## src/sv/scp_pkg.sv

```systemverilog
// Shared constants, codes and pipeline control type for the shape pair collision test.
`default_nettype none
package scp_pkg;

  // Default field widths: Q16.4 coordinates, Q12.4 sizes
  localparam int COORD_BITS_DEF = 20;
  localparam int SIZE_BITS_DEF  = 16;

  // Shape kind codes
  localparam logic KIND_BOX    = 1'b0;
  localparam logic KIND_CIRCLE = 1'b1;

  // Bits needed for a distance magnitude or radius in doubled units
  function automatic int mag_bits(input int coord_bits, input int size_bits);
    return ((coord_bits > size_bits) ? coord_bits : size_bits) + 3;
  endfunction

  // Control that travels down the pipeline with each word
  typedef struct packed {
    logic valid;     // stage holds a word
    logic box_pair;  // both shapes are boxes
    logic box_hit;   // interval overlap result for a box pair
  } scp_ctl_t;

endpackage
`default_nettype wire

```

## src/sv/scp_geom.sv

```systemverilog
// Geometry stage: centres, clamping and per-axis distances, box pair overlap.
`default_nettype none
module scp_geom #(
  parameter int COORD_BITS = scp_pkg::COORD_BITS_DEF,
  parameter int SIZE_BITS  = scp_pkg::SIZE_BITS_DEF,
  localparam int MB = scp_pkg::mag_bits(COORD_BITS, SIZE_BITS)
) (
  input  logic                         clk,
  input  logic                         rst,
  input  logic                         in_valid,
  input  logic                         kind_a,
  input  logic signed [COORD_BITS-1:0] pos_a_x,
  input  logic signed [COORD_BITS-1:0] pos_a_y,
  input  logic        [SIZE_BITS-1:0]  size_a_w,
  input  logic        [SIZE_BITS-1:0]  size_a_h,
  input  logic                         kind_b,
  input  logic signed [COORD_BITS-1:0] pos_b_x,
  input  logic signed [COORD_BITS-1:0] pos_b_y,
  input  logic        [SIZE_BITS-1:0]  size_b_w,
  input  logic        [SIZE_BITS-1:0]  size_b_h,
  output scp_pkg::scp_ctl_t            ctl,
  output logic        [MB-1:0]         mag_x,
  output logic        [MB-1:0]         mag_y,
  output logic        [MB-1:0]         rad
);
  import scp_pkg::*;

  localparam int WB = MB + 1;

  logic signed [WB-1:0] ax_e, ay_e, bx_e, by_e;
  logic signed [WB-1:0] ax, ay, bx, by, aw, ah, bw, bh;
  logic signed [WB-1:0] acx, acy, bcx, bcy;
  logic signed [WB-1:0] lo_x, hi_x, lo_y, hi_y, cen_x, cen_y, r_sel;
  logic signed [WB-1:0] tx, ty, dx, dy;
  logic                 bb_hit;
  scp_ctl_t             ctl_next;

  // Double all positions so half sizes and centres stay integral
  always_comb begin
    ax_e = WB'(pos_a_x);
    ay_e = WB'(pos_a_y);
    bx_e = WB'(pos_b_x);
    by_e = WB'(pos_b_y);
    ax   = {ax_e[WB-2:0], 1'b0};
    ay   = {ay_e[WB-2:0], 1'b0};
    bx   = {bx_e[WB-2:0], 1'b0};
    by   = {by_e[WB-2:0], 1'b0};
    aw   = WB'(size_a_w);
    ah   = WB'(size_a_h);
    bw   = WB'(size_b_w);
    bh   = WB'(size_b_h);
    acx  = ax + aw;
    acy  = ay + ah;
    bcx  = bx + bw;
    bcy  = by + bh;
  end

  // Inclusive interval overlap on both axes
  assign bb_hit = !((ax > bx + (bw <<< 1)) || (ax + (aw <<< 1) < bx) ||
                    (ay + (ah <<< 1) < by) || (ay > by + (bh <<< 1)));

  // Pick the box to clamp against; a circle pair clamps to the other centre
  always_comb begin
    if (kind_a == KIND_BOX) begin
      lo_x  = ax;
      hi_x  = ax + (aw <<< 1);
      lo_y  = ay;
      hi_y  = ay + (ah <<< 1);
      cen_x = bcx;
      cen_y = bcy;
      r_sel = bw;
    end else if (kind_b == KIND_BOX) begin
      lo_x  = bx;
      hi_x  = bx + (bw <<< 1);
      lo_y  = by;
      hi_y  = by + (bh <<< 1);
      cen_x = acx;
      cen_y = acy;
      r_sel = aw;
    end else begin
      lo_x  = bcx;
      hi_x  = bcx;
      lo_y  = bcy;
      hi_y  = bcy;
      cen_x = acx;
      cen_y = acy;
      r_sel = aw + bw;
    end
  end

  // Clamp the centre and take the distance to the clamped point
  always_comb begin
    tx = (cen_x < lo_x) ? lo_x : ((cen_x > hi_x) ? hi_x : cen_x);
    ty = (cen_y < lo_y) ? lo_y : ((cen_y > hi_y) ? hi_y : cen_y);
    dx = cen_x - tx;
    dy = cen_y - ty;
  end

  always_comb begin
    ctl_next.valid    = in_valid;
    ctl_next.box_pair = (kind_a == KIND_BOX) && (kind_b == KIND_BOX);
    ctl_next.box_hit  = bb_hit;
  end

  // Hold the stage result
  always_ff @(posedge clk) begin
    if (rst) begin
      ctl.valid <= 1'b0;
    end else begin
      ctl.valid <= ctl_next.valid;
    end
    ctl.box_pair <= ctl_next.box_pair;
    ctl.box_hit  <= ctl_next.box_hit;
    mag_x        <= dx[WB-1] ? MB'(-dx) : MB'(dx);
    mag_y        <= dy[WB-1] ? MB'(-dy) : MB'(dy);
    rad          <= MB'(r_sel);
  end

endmodule
`default_nettype wire

```

## config.mk

```make
export PLATFORM = sky130hd
export DESIGN_NAME = scp_geom
export DESIGN_NICKNAME = d
export VERILOG_FILES = /design/src/sv/scp_pkg.sv /design/src/sv/scp_geom.sv
export SDC_FILE = /design/constraint.sdc
export NUM_CORES = 1
export LEC_CHECK = 0
export ABC_AREA = 0
export BUFFER_PORTS_ARGS = -buffer_cell sky130_fd_sc_hd__buf_2
export CORE_MARGIN = 3
export CORE_UTILIZATION = 60
export DETAILED_ROUTE_END_ITERATION = 10
export PLACE_DENSITY = 0.85
export SKIP_LAST_GASP = 1
export SYNTH_ARGS = -nofsm -noshare
export SYNTH_HDL_FRONTEND = slang
export SYNTH_SLANG_ARGS = --single-unit
```

## constraint.sdc

```tcl
create_clock -name clk -period 22.9 [get_ports clk]
set_clock_uncertainty 0.05 [all_clocks]
set_input_delay 4.58 -clock clk [delete_from_list [all_inputs] [get_ports clk]]
set_output_delay 4.58 -clock clk [all_outputs]
set_load 0.02 [all_outputs]
```

=== Word level (Yosys, flattened, before mapping) ===
Cells that the tools add are included.

* Bits in registers: 66
* Bits of input ports: 149
* Output and inout port bits: 72
* Logic and storage cells: 54

* $add $sub $neg: 13
* Order comparisons: 8
* Muxes and demuxes: 18
* Bitwise operators: 2
* Reductions and logical operators: 6

{| class="wikitable"
|+ Operators by type and width
! operator !! number
|-
| 2-to-1 mux 24 bit || 14
|-
| adder 21 x 17 -> 22 bit || 4
|-
| adder 21 x 18 -> 22 bit || 4
|-
| > comparator 24 bit || 2
|-
| < comparator 24 bit || 2
|-
| subtractor 24 bit || 2
|-
| 2-to-1 mux 23 bit || 2
|-
| negator 23 bit || 2
|-
| > comparator 21 x 22 -> 1 bit || 2
|-
| < comparator 22 x 21 -> 1 bit || 2
|-
| 2-to-1 mux 16 bit || 2
|-
| adder 16 x 16 -> 17 bit || 1
|-
| logical OR 1 bit || 3
|-
| inverter 1 bit || 2
|-
| AND reduction 2 bit || 1
|-
| logical AND 1 bit || 1
|-
| zero test 1 bit || 1
|}

=== Longest topological paths before layout ===
Gate-level depths: netlist of run 1.

* Depth in word-level cells: 9
* Mapped depth: 46
* Mapped depth without buffers: 43

=== Worst setup path after synthesis of run 1 ===
Ideal clock, no wire load.

* Kind: input -> register
* Start: input port pos_b_x[1]
* End: register mag_x[21]
* Library setup time: 0.114 ns
* Arrival: 12.327 ns
* Data required time: 22.736 ns
* Path slack: 10.409 ns
* Cell stages on the path: 44
* Buffers on the path: 3
* Cells stage by stage: ha_1 > a21o_1 > a21o_1 > a21oi_1 > o21ai_0 > a2111oi_0 > o21bai_1 > a31o_2 > nand2_1 > xnor2_1 > or2_2 > o211ai_1 > o21ai_0 > ha_1 > nand4_1 > nor3_1 > o21a_1 > o31a_1 > [... 8 more ...] > o21ai_0 > o31ai_1 > ha_1 > fa_1 > nor2b_1 > o31ai_1 > a22oi_1 > a31o_2 > o311ai_1 > a21oi_1 > o22a_1 > o21bai_1 > a2bb2oi_1 > o221a_2 > xor2_1 > nand4_1 > mux2_2 > a21o_1

* Longest elaborated chain between the ends: 9
* Elaborated cells between the ends (all ways): 14
* Classes of those cells: add/sub (4); order compare (2); mux (8)

{| class="wikitable"
|+ RTL lines
! item !! line !! text
|-
| start: declaration || scp_geom.sv:17 || <nowiki>input logic signed [COORD_BITS-1:0] pos_b_x,</nowiki>
|-
| adder 21 x 18 -> 22 bit or adder 21 x 17 -> 22 bit (tied branches) || scp_geom.sv:74, scp_geom.sv:54 ||
|-
| 2-to-1 mux 24 bit || scp_geom.sv:72 || <nowiki>end else if (kind_b == KIND_BOX) begin</nowiki>
|-
| 2-to-1 mux 24 bit || scp_geom.sv:64 || <nowiki>if (kind_a == KIND_BOX) begin</nowiki>
|-
| > comparator 24 bit || scp_geom.sv:93 || <nowiki>tx = (cen_x < lo_x) ? lo_x : ((cen_x > hi_x) ? hi_x : cen_x);</nowiki>
|-
| 2-to-1 mux 24 bit (2 in series) || scp_geom.sv:93 ||
|-
| subtractor 24 bit (*) || scp_geom.sv:95 || <nowiki>dx = cen_x - tx;</nowiki>
|-
| negator 23 bit || scp_geom.sv:114 || <nowiki>mag_x <= dx[WB-1] ? MB'(-dx) : MB'(dx);</nowiki>
|-
| 2-to-1 mux 23 bit (*) || scp_geom.sv:114 ||
|-
| end signal: assignment || scp_geom.sv:114 ||
|-
| end: declaration || scp_geom.sv:22 || <nowiki>output logic [MB-1:0] mag_x,</nowiki>
|}

Every way passes the cells marked *; elsewhere a longest branch is shown, timed or not.
A chain may end at the register's enable or synchronous reset.

=== Worst setup path in the final report of run 1 ===
* Start: input port size_b_w[0]
* End: register mag_x[21]

* Longest elaborated chain between the ends: 9
* Elaborated cells between the ends (all ways): 14
* Classes of those cells: add/sub (4); order compare (2); mux (8)

{| class="wikitable"
|+ RTL lines
! item !! line !! text
|-
| start: declaration || scp_geom.sv:19 || <nowiki>input logic [SIZE_BITS-1:0] size_b_w,</nowiki>
|-
| adder 21 x 17 -> 22 bit or adder 21 x 18 -> 22 bit (tied branches) || scp_geom.sv:54, scp_geom.sv:74 ||
|-
| 2-to-1 mux 24 bit || scp_geom.sv:72 ||
|-
| 2-to-1 mux 24 bit || scp_geom.sv:64 ||
|-
| > comparator 24 bit || scp_geom.sv:93 ||
|-
| 2-to-1 mux 24 bit (2 in series) || scp_geom.sv:93 ||
|-
| subtractor 24 bit (*) || scp_geom.sv:95 ||
|-
| negator 23 bit || scp_geom.sv:114 ||
|-
| 2-to-1 mux 23 bit (*) || scp_geom.sv:114 ||
|}

Marks and branches as above.

==> results of run 1 <==
routing by layer:
metal / share of wire / GRT usage / vias up
li1: - / - / 9730
met1: 0.45 / 0.5248 / 9395
met2: 0.39 / 0.5277 / 1110
met3: 0.13 / 0.1186 / 131
met4: 0.029 / 0.1100 / 8
met5: 0.0015 / 0.01333 / -
registers in the layout, indices dropped and copies added, names as in the netlist:
register,count
ctl,3
mag_y,23
rad,17
mag_x,23
power groups by stage:
stage	Clock (µW)	Combinational, µW	Sequential (µW)
4_1_cts	148	1330	182
3_3_place_gp	0	1270	183
2_1_floorplan	0	955	244
3_5_place_dp	0	1320	185
6_report	147	1350	181
5_1_grt	152	1490	185
worst min path at each step:
stage | cells past startpoint | endpoint | from
6_report | 2 | ctl[2] | rst
5_1_grt | 2 | ctl[2] | rst
4_1_cts | 2 | ctl[2] | rst
3_5_place_dp | 2 | ctl[2] | rst
3_3_place_gp | 2 | ctl[2] | rst
2_1_floorplan | 1 | ctl[2] | rst
cells in the mapped netlist, types with 39 or more instances:
library cell and n:
a21o_1 77, a21oi_1 235, clkbuf_1 57, dfxtp_1 66
ha_1 352, inv_1 122, nand2_1 251, nand2b_1 46
nand3_1 54, nor2_1 213, nor2b_1 46, nor3_1 39
o211ai_1 62, o21a_1 65, o21ai_0 179, xnor2_1 151
xor2_1 77
per-stage QoR:
stage               setup WS (ns)  instances  hold WS [ns]  area [µm²]
floorplan                   10.41       2573         4.602       18670
global placement            9.311       3098         4.687       19930
detailed placement          9.017       3098         4.701       19930
CTS                         9.386       3114         4.293       20220
global route                8.564       3118         4.286       20230
finish                      9.019       3118         4.293       20230
layout make-up:
class	count	area share
inverter	124	0.02301
sequential	66	0.06531
clock inverter	5	0.001855
clock buffer	11	0.01249
timing repair buffer	223	0.05671
tap	390	0.02412
antenna	4	0.0004947
multi-input combinational	2295	0.8160
logic make-up after synthesis:
logic type | count (synthesis) | share of synthesized area
AO/OA/AOI/OAI | 849 | 0.2963
XOR/XNOR | 228 | 0.1071
AND/OR/NAND/NOR | 789 | 0.1991
multiplexers | 58 | 0.03254
flip-flops | 66 | 0.07085
buffers and inverters | 212 | 0.04482
adder cells (fa/ha/maj) | 365 | 0.2491
other | 1 | 0.0002011
worst max-delay path: cells and delay by family:
kind / cells / cell delay (ns)
compound gates: 21 / 4.49
xor+xnor: 2 / 0.52
fa+ha+maj: 4 / 1.35
buf+inv: 4 / 0.71
mux: 2 / 0.64
simple gates: 10 / 1.79
==> flow_metrics.py, run 1 <==
metrics = {
    "route": {
        "vias_per_cell": 6.534,
        "dr.first_iter.drc_count": 2285,
        "post-route-drc-count": 0,
        "dr.pass1.iters": 6,
        "routed_wl_um": 63980,
        "postRouteAntennaNets": 0,
        "wl_per_cell_um": 20.52,
        "num_vias": 20374,
    },
    "pwr": {
        "intPower_uw": 798.7,
        "power_frac_comb": 0.805,
        "switching_power_uw": 884.1,
        "switching_share": 0.5254,
        "ir_drop_uv": 51.19,
        "clockPowerShare": 0.087,
        "power_uw": 1683,
        "powerDensity_nw_per_um2": 83.17,
        "seq_power_share": 0.108,
        "p_leak_uw": 0.009565,
    },
    "timing": {
        "tns_ns": 0,
        "worst_pin_slew_ns": 0.9512,
        "finalCriticalPeriod_ns": 13.88,
        "slew_viol_final": 0,
        "setup-violations-final": 0,
        "period_share": 0.6062,
        "slew_headroom": 0.3590,
        "hold_violations": 0,
        "fmax_mhz": 72.04,
        "rsz0062_at_grt": "false",
    },
    "final_layout": {
        "final_common_cell": "ha_1",
        "regArea_um2": 1321,
        "drive_above_1_share": 0.1134,
        "final_cell_mix": "ha_1 (352), nand2_1 (251), a21oi_1 (235), nor2_1 (213), buf_2 (212)",
        "layout.nets": 3231,
        "fillers": 2721,
        "multiInputGateArea_um2": 16510,
        "utilization": 0.6719,
        "area_growth_pct": 8.494,
    },
    "logic_synthesis": {
        "synth-seq-cells": 66,
        "syn_avg_cell_area_um2": 7.262,
        "synth_area_um2": 18650,
        "synth_edf_count": 0,
        "synth_top_area_frac": 0.2362,
        "synthFlopType": "dfxtp_1",
        "netlist_top_cells_area": "ha_1 (24%), xnor2_1 (7.1%), dfxtp_1 (7.1%)",
        "ys.warnings.count": 0,
        "synth_cells": 2568,
        "synthArstFlopShare": 0,
        "ys_seq_area_frac": 0.07085,
        "synth_cell_types": 93,
        "yosysTopAreaCell": "ha_1",
    },
    "setup_path": {
        "cpPeakStageDelay_ns": 0.47,
        "arrival_ns": 14.08,
        "cp_max_fo": 23,
        "critical_path_class": "in2reg",
        "required_ns": 23.10,
        "cp-startpoint": "size_b_w[0]",
        "cp-endpoint": "mag_x[21]",
        "crit_path_end_kind": "flop",
        "crit_slowest_cell": "a211oi_1",
        "start_kind": "input pin",
    },
    "cts": {
        "clock_sinks": 66,
        "cts.path.max_buffers": 2,
        "cts-root-buf": "clkbuf_16",
        "numCtsBuffers": 9,
        "ctsResizeCount": 0,
        "postCtsHoldBufs": 0,
        "clk_pin_slew_ns": 0.08,
        "cts_tree": "yes",
        "post_cts_buffers": 0,
        "htreeDepth": 3,
    },
    "status": {
        "status": "finished, final reports clean",
    },
    "die": {
        "die_y_um": 182.3,
        "die_w_um": 182.3,
        "num_io_pins": 221,
        "die-area_um2": 33230,
        "start_util": 0.6193,
        "floorplan.rows": 63,
        "core_um2": 30110,
    },
    "global_route": {
        "grt_pass1_wl_um": 99590,
        "grt_pass1_vias": 19104,
        "antenna_found_initial": 7,
        "grt.total_usage": 0.3691,
        "grt_max_degree": 65,
        "grt-ovfl-total": 0,
    },
    "place": {
        "io_buffers": 214,
        "place_hpwl_um": 53240,
        "globalplace.congestion": 1.081,
    },
    "run": {
        "cap_violations": 0,
    },
    "hold_path": {
        "hp-class": "in2reg",
    },
}
(Power assumes the default switching activity.)
==> inputs of run 2 (changes only) <==
==> constraint.sdc (replaced) <==
create_clock -name clk -period 13.5 [get_ports clk]
set_clock_uncertainty 0.05 [all_clocks]
set_input_delay 2.7 -clock clk [delete_from_list [all_inputs] [get_ports clk]]
set_output_delay 2.7 -clock clk [all_outputs]
set_load 0.02 [all_outputs]
==> run 2 against run 1 <==
Against the previous run: the flow now finishes with violations (design-rule violations); non-clock buffer count did not move; combinational power increased by 70%; flip-flop and latch count did not move; sequential power rose by 69%; cell count unchanged; power up 70%; first-iteration DRC count down 7.2%; critical path depth fell by 7; design area barely moved; hold slack got worse by 1.8 ns.
==> flow_metrics.py, run 2 (same netlist as run 1, synthesis figures left out) <==
metrics = {
    "final_layout": {
        "layout.nets": 3231,
        "area_growth_pct": 8.521,
        "reg_top3": "mag_x x23, mag_y x23, rad x17",
        "final_common_cell": "ha_1",
        "drive_above_1_share": 0.1131,
        "final_cell_mix": "ha_1 (352), nand2_1 (251), a21oi_1 (235), nor2_1 (213), buf_2 (212)",
    },
    "timing": {
        "hold_violations": 0,
        "tns_ns": 0,
        "rsz0062_at_grt": "false",
        "period_share": 0.8833,
        "slew_viol_final": 0,
        "finalCriticalPeriod_ns": 11.93,
        "worst_pin_slew_ns": 1.044,
        "slew_headroom": 0.2979,
        "layout_setup_ws_ns": 1.575,
        "fmax_mhz": 83.86,
        "setup-violations-final": 0,
    },
    "cts": {
        "htreeDepth": 3,
        "clock_sinks": 66,
        "ctsResizeCount": 0,
        "cts_tree": "yes",
        "numCtsBuffers": 9,
        "cts.path.max_buffers": 2,
        "postCtsHoldBufs": 0,
        "post_cts_buffers": 0,
        "clk_pin_slew_ns": 0.05,
        "cts-root-buf": "clkbuf_16",
    },
    "setup_path": {
        "cpMostUsedCell": "a31oi_1",
        "required_ns": 13.68,
        "critical_path_class": "in2reg",
        "crit_slowest_cell": "a31oi_2",
        "worst_path_dominant_cell_family": "compound AO/OA/AOI/OAI gates",
        "cp_max_fo": 21,
        "arrival_ns": 12.11,
        "worst-path-buf-inv": 1,
        "crit_path_end_kind": "flop",
        "cpPeakStageDelay_ns": 0.76,
        "start_kind": "input pin",
    },
    "route": {
        "routed_wl_um": 63320,
        "dr.first_iter.drc_count": 2120,
        "vias_per_cell": 6.499,
        "wl_per_cell_um": 20.31,
        "num_vias": 20264,
        "postRouteAntennaNets": 0,
        "dr.pass1.iters": 9,
        "post-route-drc-count": 1,
    },
    "die": {
        "start_util": 0.6193,
        "num_io_pins": 221,
        "core_um2": 30110,
        "floorplan.rows": 63,
        "die_y_um": 182.3,
        "die_w_um": 182.3,
        "die-area_um2": 33230,
    },
    "global_route": {
        "grt-ovfl-total": 0,
        "grt_pass1_wl_um": 99280,
        "grt.total_usage": 0.3681,
        "grt_pass1_vias": 18784,
        "antenna_found_initial": 8,
        "grt_max_degree": 109,
    },
    "status": {
        "violations": "design-rule violations",
        "status": "finished, violations left",
    },
    "pwr": {
        "intPower_uw": 1363,
        "switching_share": 0.5237,
        "power_frac_comb": 0.802,
        "ir_drop_uv": 110.4,
        "switching_power_uw": 1498,
        "clockPowerShare": 0.091,
        "seq_power_share": 0.107,
        "powerDensity_nw_per_um2": 141.4,
        "p_leak_uw": 0.009564,
    },
    "run": {
        "cap_violations": 0,
    },
    "place": {
        "globalplace.congestion": 1.072,
        "place_hpwl_um": 52670,
        "io_buffers": 214,
        "dp_slack_ns": 1.482,
    },
    "hold_path": {
        "hp-class": "in2reg",
    },
}
==> run 2: cell count changes in the layout (fill, tap and decap cells not counted) <==
cell       change
clkbuf_8       -2
diode_2        +1
bufinv_16      +1
==> run 2: worst paths after layout <==
path	start	to	slack (ns)	depth (start not counted)
setup / recovery	pos_a_x[1]	mag_x[20]	1.57	36
hold / removal	rst	ctl[2]	2.44	2
==> run 2: final cells by class <==
| class | count | area (µm²) |
|---|---|---|
| Antenna cell | 5 | 12.51 |
| Clock inverter | 6 | 67.56 |
| Fill cell | 2692 | 9874 |
| Tap cell | 390 | 488.0 |
| Clock buffer | 9 | 225.2 |
| Inverter | 124 | 465.4 |
| Timing Repair Buffer | 223 | 1147 |
| Sequential cell | 66 | 1321 |
| Multi-Input combinational cell | 2295 | 16510 |
==> run 2: power by group through the flow <==
stage	Combinational [µW]	Sequential, µW	Clock (µW)
6_report	2300	306	259
5_1_grt	2530	314	263
4_1_cts	2250	308	259
2_1_floorplan	1620	413	0
3_3_place_gp	2160	311	0
3_5_place_dp	2230	312	0
==> run 2: stage by stage <==
stage / total power, µW / utilization / cell area, µm² / std cells / hold slack (ns)
2_1_floorplan: 2033 / - / 18670 / 2573 / 2.722
3_5_place_dp: 2544 / 0.6619 / 19930 / 3098 / 2.814
3_3_place_gp: 2470 / 0.6619 / 19930 / 3098 / 2.806
4_1_cts: 2817 / 0.6717 / 20220 / 3113 / 2.429
6_report: 2861 / 0.6721 / 20240 / 3118 / 2.443
5_1_grt: 3112 / 0.6721 / 20240 / 3118 / 2.446
==> run 2: metal layers <==
metal  part of all wire  GRT usage  wire (µm)  vias up
met2               0.40     0.5307      25160     1120
li1                   -          -          -     9740
met3               0.13     0.1096       8280      107
met4              0.024    0.08836       1510        6
met5            0.00066          0         42        -
met1               0.45     0.5349      28330     9291
